$ cat config.mk
export PLATFORM = sky130hd
export DESIGN_NAME = bounding_sphere_merge
export DESIGN_NICKNAME = d
export VERILOG_FILES = /design/src/rtl/bsm_pkg.sv /design/src/rtl/bsm_mul.sv /design/src/rtl/bounding_sphere_merge.sv
export SDC_FILE = /design/constraint.sdc
export NUM_CORES = 2
export LEC_CHECK = 0
export BUFFER_PORTS_ARGS = -buffer_cell sky130_fd_sc_hd__buf_4
export CORE_MARGIN = 2
export CORE_UTILIZATION = 41
export CTS_BUF_LIST = sky130_fd_sc_hd__clkbuf_8 sky130_fd_sc_hd__clkbuf_16
export DETAILED_ROUTE_END_ITERATION = 10
export GPL_TIMING_DRIVEN = 0
export PLACE_DENSITY_LB_ADDON = 0.3
export SYNTH_ARGS = -nofsm -noshare
export SYNTH_HDL_FRONTEND = slang
export SYNTH_SLANG_ARGS = --single-unit
$ cat constraint.sdc
create_clock -name clk_i -period 28.4 [get_ports clk_i]
set_input_delay 5.68 -clock clk_i [delete_from_list [all_inputs] [get_ports clk_i]]
set_output_delay 5.68 -clock clk_i [all_outputs]
set_load 0.005 [all_outputs]
$ cat src/rtl/bsm_pkg.sv
// shared constants and types for the bounding sphere merge block
package bsm_pkg;
  localparam int CoordW = 32;
  localparam int RadW   = 31;
  localparam int SepW   = 17;
  localparam int SqW    = 68;
  localparam int DistW  = 35;
  localparam int ProdW  = 69;
  localparam int QuotW  = 64;

  typedef enum logic [1:0] {
    KIND_FIRST    = 2'd0,
    KIND_OLD_HOLD = 2'd1,
    KIND_NEW_HOLD = 2'd2,
    KIND_ENLARGE  = 2'd3
  } kind_e;

  localparam logic [1:0] ADDR_MIN_SEP = 2'd0;

  typedef struct packed {
    logic start;
    logic busy;
  } unit_ctl_t;
endpackage

$ cat src/rtl/bsm_mul.sv
// bit-serial multiplier: one multiplier bit per cycle, shift and add
module bsm_mul (
  input  logic                         clk_i,
  input  logic                         rst_ni,
  input  logic                         start_i,
  input  logic [bsm_pkg::ProdW-1:0]    a_i,
  input  logic [bsm_pkg::DistW-1:0]    b_i,
  output logic                         done_o,
  output logic [bsm_pkg::ProdW+1:0]    p_o
);
  import bsm_pkg::*;

  logic [ProdW+1:0] acc_q, acc_d;
  logic [ProdW+1:0] mc_q, mc_d;
  logic [DistW-1:0] mp_q, mp_d;
  logic [5:0]       cnt_q, cnt_d;
  logic             run_q, run_d, done_q, done_d;

  always_comb begin
    acc_d = acc_q; mc_d = mc_q; mp_d = mp_q; cnt_d = cnt_q; run_d = run_q;
    done_d = 1'b0;
    if (start_i) begin
      acc_d = '0; mc_d = {2'b00, a_i}; mp_d = b_i; cnt_d = '0; run_d = 1'b1;
    end else if (run_q) begin
      if (mp_q[0]) acc_d = acc_q + mc_q;
      mc_d = mc_q << 1;
      mp_d = mp_q >> 1;
      cnt_d = cnt_q + 6'd1;
      if (cnt_q == 6'(DistW - 1)) begin
        run_d = 1'b0; done_d = 1'b1;
      end
    end
  end

  always_ff @(posedge clk_i or negedge rst_ni) begin
    if (!rst_ni) begin
      run_q <= 1'b0; done_q <= 1'b0; cnt_q <= '0;
    end else begin
      run_q <= run_d; done_q <= done_d; cnt_q <= cnt_d;
    end
  end

  always_ff @(posedge clk_i) begin
    acc_q <= acc_d; mc_q <= mc_d; mp_q <= mp_d;
  end

  assign done_o = done_q;
  assign p_o    = acc_q;
endmodule

$ cat src/rtl/bounding_sphere_merge.sv
// top level: running bounding sphere of a stream of spheres
//
// input channel: one sphere per request (centre x/y/z, radius), valid/ready
// output channel: one merged sphere per request plus merge_kind, valid/ready
// config: apb-style port, register 0 is min_separation (17 bits, reset 1)
//
// one request is worked at a time. the first sphere is copied into the
// bound and passes through S_OUT into the output register. every later
// request runs the bit-serial multiplier four times (three axis squares
// and the square of the radius difference); a containment result goes
// from S_DEC through S_OUT into the output register. an enlarging merge
// adds a bit-by-bit square root; with the centres within min_separation
// the new centre is taken as it is, otherwise each axis adds a serial
// product, a restoring division of the 69-bit product and an update
// state. the serial multiplier and the divider set the rate.
//
// the result sits in an output register; while the receiver stalls the
// block holds it and takes no new request. the next request can be taken
// the cycle after the result leaves. reset empties the bound (the next
// sphere is copied in) and sets min_separation to 1.
module bounding_sphere_merge (
  input  logic                          clk_i,
  input  logic                          rst_ni,
  input  logic                          sphere_valid_i,
  output logic                          sphere_ready_o,
  input  logic signed [31:0]            sphere_x_i,
  input  logic signed [31:0]            sphere_y_i,
  input  logic signed [31:0]            sphere_z_i,
  input  logic [30:0]                   sphere_radius_i,
  output logic                          bound_valid_o,
  input  logic                          bound_ready_i,
  output logic signed [31:0]            bound_x_o,
  output logic signed [31:0]            bound_y_o,
  output logic signed [31:0]            bound_z_o,
  output logic [30:0]                   bound_radius_o,
  output logic [1:0]                    merge_kind_o,
  input  logic                          psel,
  input  logic                          penable,
  input  logic                          pwrite,
  input  logic [2:0]                    paddr,
  input  logic [31:0]                   pwdata,
  output logic [31:0]                   prdata,
  output logic                          pready
);
  import bsm_pkg::*;

  // sequencer states
  localparam logic [3:0] S_IDLE  = 4'd0;
  localparam logic [3:0] S_SQ    = 4'd1;  // squaring one axis
  localparam logic [3:0] S_DR    = 4'd2;  // squaring radius difference
  localparam logic [3:0] S_DEC   = 4'd3;
  localparam logic [3:0] S_SQRT  = 4'd4;
  localparam logic [3:0] S_KSET  = 4'd5;
  localparam logic [3:0] S_PROD  = 4'd6;  // |delta| * k
  localparam logic [3:0] S_DIV   = 4'd7;
  localparam logic [3:0] S_AXEND = 4'd8;
  localparam logic [3:0] S_OUT   = 4'd9;

  logic [3:0] st_q, st_d;

  // configuration
  logic [SepW-1:0] sep_q, sep_d;
  assign pready = 1'b1;
  assign prdata = (paddr[2:2] == ADDR_MIN_SEP[0:0]) ? {15'd0, sep_q} : 32'd0;
  always_comb begin
    sep_d = sep_q;
    if (psel && penable && pwrite && paddr[2:2] == ADDR_MIN_SEP[0:0])
      sep_d = pwdata[SepW-1:0];
  end

  // state of the bound
  logic                     have_q, have_d;
  logic signed [31:0]       cx_q, cx_d, cy_q, cy_d, cz_q, cz_d;
  logic [30:0]              rad_q, rad_d;
  // captured request
  logic signed [31:0]       nx_q, nx_d, ny_q, ny_d, nz_q, nz_d;
  logic [30:0]              nr_q, nr_d;
  // working registers
  logic [1:0]               ax_q, ax_d;
  logic [SqW-1:0]           s_q, s_d;
  logic [SqW-1:0]           drsq_q, drsq_d;
  logic [DistW-1:0]         dist_q, dist_d;
  logic [5:0]               bit_q, bit_d;
  logic [SqW+1:0]           srem_q, srem_d;   // sqrt remainder
  logic [SqW-1:0]           sin_q, sin_d;     // sqrt radicand shifter
  logic [DistW-1:0]         k_q, k_d;
  logic [DistW+1:0]         big_d;
  logic [ProdW-1:0]         dv_q, dv_d;       // dividend shifter
  logic [DistW:0]           rem_q, rem_d;
  logic [6:0]               dcnt_q, dcnt_d;
  logic signed [31:0]       ox_q, ox_d, oy_q, oy_d, oz_q, oz_d;
  logic [30:0]              orad_q, orad_d;
  logic [1:0]               okind_q, okind_d;
  logic                     ovld_q, ovld_d;

  // serial multiplier
  logic              mstart;
  logic [ProdW-1:0]  ma;
  logic [DistW-1:0]  mb;
  logic              mdone;
  logic [ProdW+1:0]  mp;
  unit_ctl_t         mctl;

  bsm_mul u_mul (
    .clk_i(clk_i), .rst_ni(rst_ni), .start_i(mstart), .a_i(ma), .b_i(mb),
    .done_o(mdone), .p_o(mp)
  );

  // per-axis delta old - new
  logic signed [32:0] dlt;
  logic signed [31:0] nsel;
  always_comb begin
    case (ax_q)
      2'd0:    begin dlt = 33'(cx_q) - 33'(nx_q); nsel = nx_q; end
      2'd1:    begin dlt = 33'(cy_q) - 33'(ny_q); nsel = ny_q; end
      default: begin dlt = 33'(cz_q) - 33'(nz_q); nsel = nz_q; end
    endcase
  end

  logic [30:0] dr;
  assign dr = (rad_q >= nr_q) ? rad_q - nr_q : nr_q - rad_q;

  // sqrt trial: remainder shifted in two bits, compare against 4*root+1
  logic [SqW+1:0] s_try;
  logic [SqW+1:0] s_tst;
  assign s_try = {srem_q[SqW-1:0], sin_q[SqW-1:SqW-2]};
  assign s_tst = {33'd0, dist_q, 2'b01};

  // division step
  logic [DistW+1:0] d_try;
  assign d_try = {rem_q, dv_q[ProdW-1]};

  logic signed [32:0] shifted;
  logic [ProdW-1:0]   quo;
  assign quo = dv_q;  // quotient bits shift into dividend register
  assign shifted = dlt[32] ? 33'(nsel) - 33'(quo[32:0]) : 33'(nsel) + 33'(quo[32:0]);

  assign mctl.start = mstart;
  assign mctl.busy  = (st_q == S_SQ) || (st_q == S_DR) || (st_q == S_PROD);

  always_comb begin
    st_d = st_q; have_d = have_q;
    cx_d = cx_q; cy_d = cy_q; cz_d = cz_q; rad_d = rad_q;
    nx_d = nx_q; ny_d = ny_q; nz_d = nz_q; nr_d = nr_q;
    ax_d = ax_q; s_d = s_q; drsq_d = drsq_q; dist_d = dist_q; bit_d = bit_q;
    srem_d = srem_q; sin_d = sin_q; k_d = k_q; big_d = '0;
    dv_d = dv_q; rem_d = rem_q; dcnt_d = dcnt_q;
    ox_d = ox_q; oy_d = oy_q; oz_d = oz_q; orad_d = orad_q; okind_d = okind_q;
    ovld_d = ovld_q;
    mstart = 1'b0; ma = '0; mb = '0;
    if (ovld_q && bound_ready_i) ovld_d = 1'b0;
    case (st_q)
      S_IDLE: begin
        if (sphere_valid_i && !ovld_q) begin
          nx_d = sphere_x_i; ny_d = sphere_y_i; nz_d = sphere_z_i;
          nr_d = sphere_radius_i;
          if (!have_q) begin
            have_d = 1'b1;
            cx_d = sphere_x_i; cy_d = sphere_y_i; cz_d = sphere_z_i;
            rad_d = sphere_radius_i;
            okind_d = KIND_FIRST;
            st_d = S_OUT;
          end else begin
            ax_d = 2'd0; s_d = '0;
            st_d = S_SQ;
            mstart = 1'b1;
            ma = ProdW'(33'(cx_q) - 33'(sphere_x_i));
            if (ma[32]) ma = ProdW'(33'(-ma[32:0])); else ma = ProdW'(ma[32:0]);
            mb = DistW'(ma[32:0]);
          end
        end
      end
      S_SQ: begin
        if (mdone) begin
          s_d = s_q + mp[SqW-1:0];
          if (ax_q == 2'd2) begin
            st_d = S_DR; mstart = 1'b1;
            ma = ProdW'(dr); mb = DistW'(dr);
          end else begin
            ax_d = ax_q + 2'd1;
            mstart = 1'b1;
            case (ax_q)
              2'd0:    ma = ProdW'(33'(cy_q) - 33'(ny_q));
              default: ma = ProdW'(33'(cz_q) - 33'(nz_q));
            endcase
            if (ma[32]) ma = ProdW'(33'(-ma[32:0])); else ma = ProdW'(ma[32:0]);
            mb = DistW'(ma[32:0]);
          end
        end
      end
      S_DR: begin
        if (mdone) begin
          drsq_d = mp[SqW-1:0];
          st_d = S_DEC;
        end
      end
      S_DEC: begin
        if (drsq_q >= s_q) begin
          if (rad_q < nr_q) begin
            cx_d = nx_q; cy_d = ny_q; cz_d = nz_q; rad_d = nr_q;
            okind_d = KIND_NEW_HOLD;
          end else begin
            okind_d = KIND_OLD_HOLD;
          end
          st_d = S_OUT;
        end else begin
          srem_d = '0; sin_d = s_q; dist_d = '0; bit_d = '0;
          st_d = S_SQRT;
        end
      end
      S_SQRT: begin
        // one root bit per cycle
        sin_d = sin_q << 2;
        if (s_try >= s_tst) begin
          srem_d = s_try - s_tst;
          dist_d = {dist_q[DistW-2:0], 1'b1};
        end else begin
          srem_d = s_try;
          dist_d = {dist_q[DistW-2:0], 1'b0};
        end
        bit_d = bit_q + 6'd1;
        if (bit_q == 6'(DistW - 2)) st_d = S_KSET;
      end
      S_KSET: begin
        big_d = (DistW+2)'((37'(dist_q) + 37'(rad_q) + 37'(nr_q)) >> 1);
        if (37'(big_d) >= 37'(nr_q)) k_d = DistW'(big_d - (DistW+2)'(nr_q));
        else k_d = '0;
        okind_d = KIND_ENLARGE;
        orad_d = (big_d > (DistW+2)'(31'h7FFF_FFFF)) ? 31'h7FFF_FFFF : big_d[30:0];
        if (dist_q > DistW'(sep_q) && dist_q != '0) begin
          ax_d = 2'd0; st_d = S_PROD; mstart = 1'b1;
          ma = ProdW'(33'(cx_q) - 33'(nx_q));
          if (ma[32]) ma = ProdW'(33'(-ma[32:0])); else ma = ProdW'(ma[32:0]);
          mb = k_d;
        end else begin
          cx_d = nx_q; cy_d = ny_q; cz_d = nz_q; rad_d = orad_d;
          st_d = S_OUT;
        end
      end
      S_PROD: begin
        if (mdone) begin
          dv_d = mp[ProdW-1:0]; rem_d = '0; dcnt_d = '0;
          st_d = S_DIV;
        end
      end
      S_DIV: begin
        // restoring division, quotient bits shifted into the dividend
        if (d_try >= (DistW+2)'(dist_q)) begin
          rem_d = (DistW+1)'(d_try - (DistW+2)'(dist_q));
          dv_d = {dv_q[ProdW-2:0], 1'b1};
        end else begin
          rem_d = d_try[DistW:0];
          dv_d = {dv_q[ProdW-2:0], 1'b0};
        end
        dcnt_d = dcnt_q + 7'd1;
        if (dcnt_q == 7'(ProdW - 1)) st_d = S_AXEND;
      end
      S_AXEND: begin
        case (ax_q)
          2'd0:    ox_d = shifted[31:0];
          2'd1:    oy_d = shifted[31:0];
          default: oz_d = shifted[31:0];
        endcase
        if (ax_q == 2'd2) begin
          cx_d = ox_q; cy_d = oy_q; cz_d = shifted[31:0]; rad_d = orad_q;
          st_d = S_OUT;
        end else begin
          ax_d = ax_q + 2'd1; st_d = S_PROD; mstart = 1'b1;
          case (ax_q)
            2'd0:    ma = ProdW'(33'(cy_q) - 33'(ny_q));
            default: ma = ProdW'(33'(cz_q) - 33'(nz_q));
          endcase
          if (ma[32]) ma = ProdW'(33'(-ma[32:0])); else ma = ProdW'(ma[32:0]);
          mb = k_q;
        end
      end
      S_OUT: begin
        ox_d = cx_q; oy_d = cy_q; oz_d = cz_q; orad_d = rad_q;
        ovld_d = 1'b1;
        st_d = S_IDLE;
      end
      default: st_d = S_IDLE;
    endcase
  end

  always_ff @(posedge clk_i or negedge rst_ni) begin
    if (!rst_ni) begin
      st_q <= S_IDLE; have_q <= 1'b0; sep_q <= SepW'(1); ovld_q <= 1'b0;
      cx_q <= '0; cy_q <= '0; cz_q <= '0; rad_q <= '0;
    end else begin
      st_q <= st_d; have_q <= have_d; sep_q <= sep_d; ovld_q <= ovld_d;
      cx_q <= cx_d; cy_q <= cy_d; cz_q <= cz_d; rad_q <= rad_d;
    end
  end

  always_ff @(posedge clk_i) begin
    nx_q <= nx_d; ny_q <= ny_d; nz_q <= nz_d; nr_q <= nr_d;
    ax_q <= ax_d; s_q <= s_d; drsq_q <= drsq_d; dist_q <= dist_d; bit_q <= bit_d;
    srem_q <= srem_d; sin_q <= sin_d; k_q <= k_d;
    dv_q <= dv_d; rem_q <= rem_d; dcnt_q <= dcnt_d;
    ox_q <= ox_d; oy_q <= oy_d; oz_q <= oz_d; orad_q <= orad_d; okind_q <= okind_d;
  end

  // ready only when idle with an empty output register
  assign sphere_ready_o = (st_q == S_IDLE) && !ovld_q && !(mctl.busy && mctl.start);
  assign bound_valid_o  = ovld_q;
  assign bound_x_o      = ox_q;
  assign bound_y_o      = oy_q;
  assign bound_z_o      = oz_q;
  assign bound_radius_o = orad_q;
  assign merge_kind_o   = okind_q;
endmodule

==> reports/qor.txt <==
==========================================================================================
First-pass GRT wire length                                                       431900 um
Worst slew margin relative to its limit                                           -0.06818
WL/cell                                                                           26.31 um
Post-layout power                                                                 3.369 mW
Starting utilization of the core area                                               0.4120
Final standard cell utilization of the core                                         0.4672
Peak ir drop on the vdd network                                               0.00005184 V
Share of the clock period used by the worst path                                    0.4311
Warnings from Yosys                                                                      0
Dominant register cell in the synthesized netlist                             sky130_fd_sc_hd__edfxtp_1
Post-CTS Repair Setup Buffers                                                            0
Setup TNS                                                                             0 ns
Leading cell types in the layout, fill and taps excluded                      884 x sky130_fd_sc_hd__nor2_1, 822 x sky130_fd_sc_hd__edfxtp_1, 770 x sky130_fd_sc_hd__nand2_1, 742 x sky130_fd_sc_hd__a21oi_1, 588 x sky130_fd_sc_hd__ha_1
Number of resized instances in the post-cts repair step                                  0
Type of element launching the critical path                                   primary input
Clock tree from TritonCTS                                                            built
Count of flip-flops with a built-in enable after synthesis                             822
Cells after Synth                                                                     8234
Share of async-settable or async-resettable flops after synthesis                   0.1506
Hold Violations, Final                                                                   0
Clock skew                                                                      0.03600 ns
Mean area per synthesized cell                                                   9.150 um2
Pin count of the biggest net entering global routing                                    91
Initial antenna violation count                                                         19
Min Tclk post-route                                                               12.24 ns
Measured slew at the worst slew-check pin                                         1.602 ns
Number of distinct library cells after synthesis                                       116
# rows                                                                                 157
Final ANT Viol Nets                                                                      0
Iteration-0 DRC count of the detailed router                                          7857
Final cell count without fillers                                                     11270
Post-layout net count                                                                 9491
Result of the run                                                             finished, violations left
Fmax                                                                           0.08169 GHz
Total of endpoints with negative setup slack in the final report                         0
HPWL after detailed placement                                                    237400 um
Cell chosen for the clock root                                                sky130_fd_sc_hd__clkbuf_16
Clock edge transition at the registers on the reported setup and hold paths        0.06 ns
Req. time, crit path                                                              22.72 ns
Static Leakage                                                                    35.33 nW
Detailed-route wire length                                                       296500 um
Growth of design area from synthesis to finish                                      13.40%
Cells after DPL                                                                      11040
Kind of critical path                                                         primary input to output pin
Finished layout cell area                                                        85440 um2
Via density                                                                          6.042
Number of max-cap violations                                                             3
Area of the mapped netlist                                                       75340 um2
Core footprint                                                                  182900 um2
Number of global-route vias before repair                                            64410
Maximum number of buffers from clock root to sink                                        3
Synth Register Bits                                                                   1049
Chip Height                                                                       432.7 um
Weighted congestion reported at the end of routability-driven placement              1.007
Failing checks                                                                capacitance limit, slew limit
Most common library cell in the layout ignoring fill and taps                 sky130_fd_sc_hd__nor2_1
Post-detailed-placement cell area                                                81350 um2
Data arrival time of the critical path                                             6.56 ns
Remaining global-route overflow                                                          0
Drt first pass iters                                                                     7
CTS Buf Count                                                                          118
Clock insertion delay at the later pin of the skew report                          0.80 ns
Clock sink count                                                                      1049
Total power divided by cell area                                              39.43 nW/um2
Gr usage total                                                                      0.3094
Hold_buf cts                                                                             0
Die span in x                                                                     432.7 um
IO Pins                                                                                333
Number of buffer cells added on primary ports                                          298
RSZ-0062 raised after global routing                                                    no
Crit-path max FO                                                                        10
Number of vias after detailed routing                                                68080
Die area                                                                        187200 um2
Remaining design rule violation count                                                    0
Total count of max-transition violations in the final report                            22
Portion of the post-synthesis area used by sequential elements                      0.3984
Element type at the critical path end                                           output pin
HP Class                                                                      flop to flop
Fraction of final layout cells with drive strength greater than 1                  0.08582
H-tree depth reported by CTS                                                             3
==========================================================================================
==> registers in the layout, summed over array words and instances (netlist names), 35 cells and up <==
signal / flops
drsq_q: 68
u_mul.mp_q: 35
srem_q: 68
sin_q: 68
s_q: 68
u_mul.mc_q: 69
u_mul.p_o: 69
rem_q: 36
dv_q: 69
k_q: 35
dist_q: 35
==> cells in the mapped netlist (all sizes together), types with 26 or more instances <==
| cell | number | area, um2 |
|---|---|---|
| nor4 | 30 | 193.9 |
| nand2 | 775 | 2912 |
| o22a | 36 | 315.3 |
| a211oi | 66 | 500.5 |
| o21a | 63 | 473.0 |
| a31oi | 151 | 965.9 |
| ha | 588 | 7357 |
| or3 | 30 | 197.7 |
| nor2 | 892 | 3356 |
| dfrtp | 157 | 3929 |
| o21bai | 66 | 495.5 |
| o22ai | 31 | 193.9 |
| nand3 | 141 | 723.2 |
| nand4 | 108 | 675.7 |
| o211ai | 34 | 260.3 |
| nor2b | 97 | 606.8 |
| mux2i | 44 | 440.4 |
| nor3 | 154 | 785.8 |
| fa | 42 | 840.8 |
| dfxtp | 69 | 1381 |
| o221ai | 26 | 227.7 |
| a221oi | 53 | 514.3 |
| clkbuf | 311 | 1167 |
| mux2 | 87 | 979.7 |
| edfxtp | 822 | 24680 |
| inv | 471 | 1768 |
| xnor2 | 336 | 2943 |
| xor2 | 201 | 1760 |
| nand2b | 64 | 407.9 |
| a21oi | 746 | 3749 |
| and2 | 73 | 456.7 |
| o21ai | 502 | 2520 |
| a222oi | 31 | 310.3 |
| a21o | 348 | 2613 |
| and3 | 56 | 350.3 |
| a22oi | 116 | 875.8 |
| buf | 86 | 450.4 |
==> worst paths after layout <==
path / from / end / slack (ns) / cells after the start
setup reg to reg: ax_q[0]$_SDFFCE_PN0P_ / bound_z_o[31]$_DFFE_PP_ / 18.00 / 29
min in group asynchronous: rst_ni / cx_q[14]$_DFFE_PN0P_ / 4.83 / 1
hold / removal: sep_q[10]$_DFFE_PN0P_ / sep_q[10]$_DFFE_PN0P_ / 0.50 / 1
setup / recovery: paddr[2] / prdata[11] / 16.16 / 4
hold reg to reg: sep_q[10]$_DFFE_PN0P_ / sep_q[10]$_DFFE_PN0P_ / 0.50 / 1
max in group asynchronous: rst_ni / cz_q[26]$_DFFE_PN0P_ / 22.48 / 2
==> routing by layer <==
layer | GRT usage | vias to the layer above | share of wire
met2 | 0.4620 | 3233 | 0.43
met4 | 0.1207 | 4 | 0.042
li1 | - | 30960 | -
met5 | 0 | - | 0.000074
met3 | 0.06579 | 516 | 0.097
met1 | 0.4360 | 33370 | 0.43
==> cell type report <==
cell class              count  area (um2)
fillers                 17590       97450
multi-input cells        6330       42080
flip-flops and latches   1049       30020
well taps                2464        3083
clock buffers             126        3063
repair buffers            324        2794
inverters                 472        1773
plain buffers             397        1619
clock inverters            99       983.4
diodes                      8       20.02
==> per-stage QoR <==
step | hold WS [ns] | setup slack [ns]
floorplan | 0.4547 | 11.74
detailed placement | 0.4936 | 16.14
finish | 0.5042 | 16.16
CTS | 0.5069 | 16.13
global placement | 0.4882 | 1.283
global route | 0.5169 | 16.03
==> power by group <==
group | total [mW] | switching [mW] | internal, mW
Combinational | 0.0981 | 0.0546 | 0.0434
Sequential | 1.65 | 0.00279 | 1.64
Clock | 1.62 | 0.705 | 0.918
Total | 3.37 | 0.763 | 2.61
==> cell families (layout without fill, tap and decap cells) <==
| group | Yosys count | count (layout) | synth area share |
|---|---|---|---|
| multiplexers | 131 | 131 | 0.01885 |
| adder cells (fa/ha/maj) | 630 | 630 | 0.1088 |
| flip-flops | 1049 | 1049 | 0.3984 |
| AO/OA/AOI/OAI | 2491 | 2491 | 0.2130 |
| XOR/XNOR | 537 | 537 | 0.06242 |
| AND/OR/NAND/NOR | 2525 | 2525 | 0.1534 |
| other | 2 | 24 | 0.00009968 |
| buffers and inverters | 869 | 1418 | 0.04499 |
==> critical path: stages <==
cell and delay, ns:
sky130_fd_sc_hd__clkbuf_1 0.26, sky130_fd_sc_hd__clkbuf_1 0.36, sky130_fd_sc_hd__nor2_1 0.11, sky130_fd_sc_hd__buf_4 0.15
No activity file was read; power rests on OpenSTA's default activity.
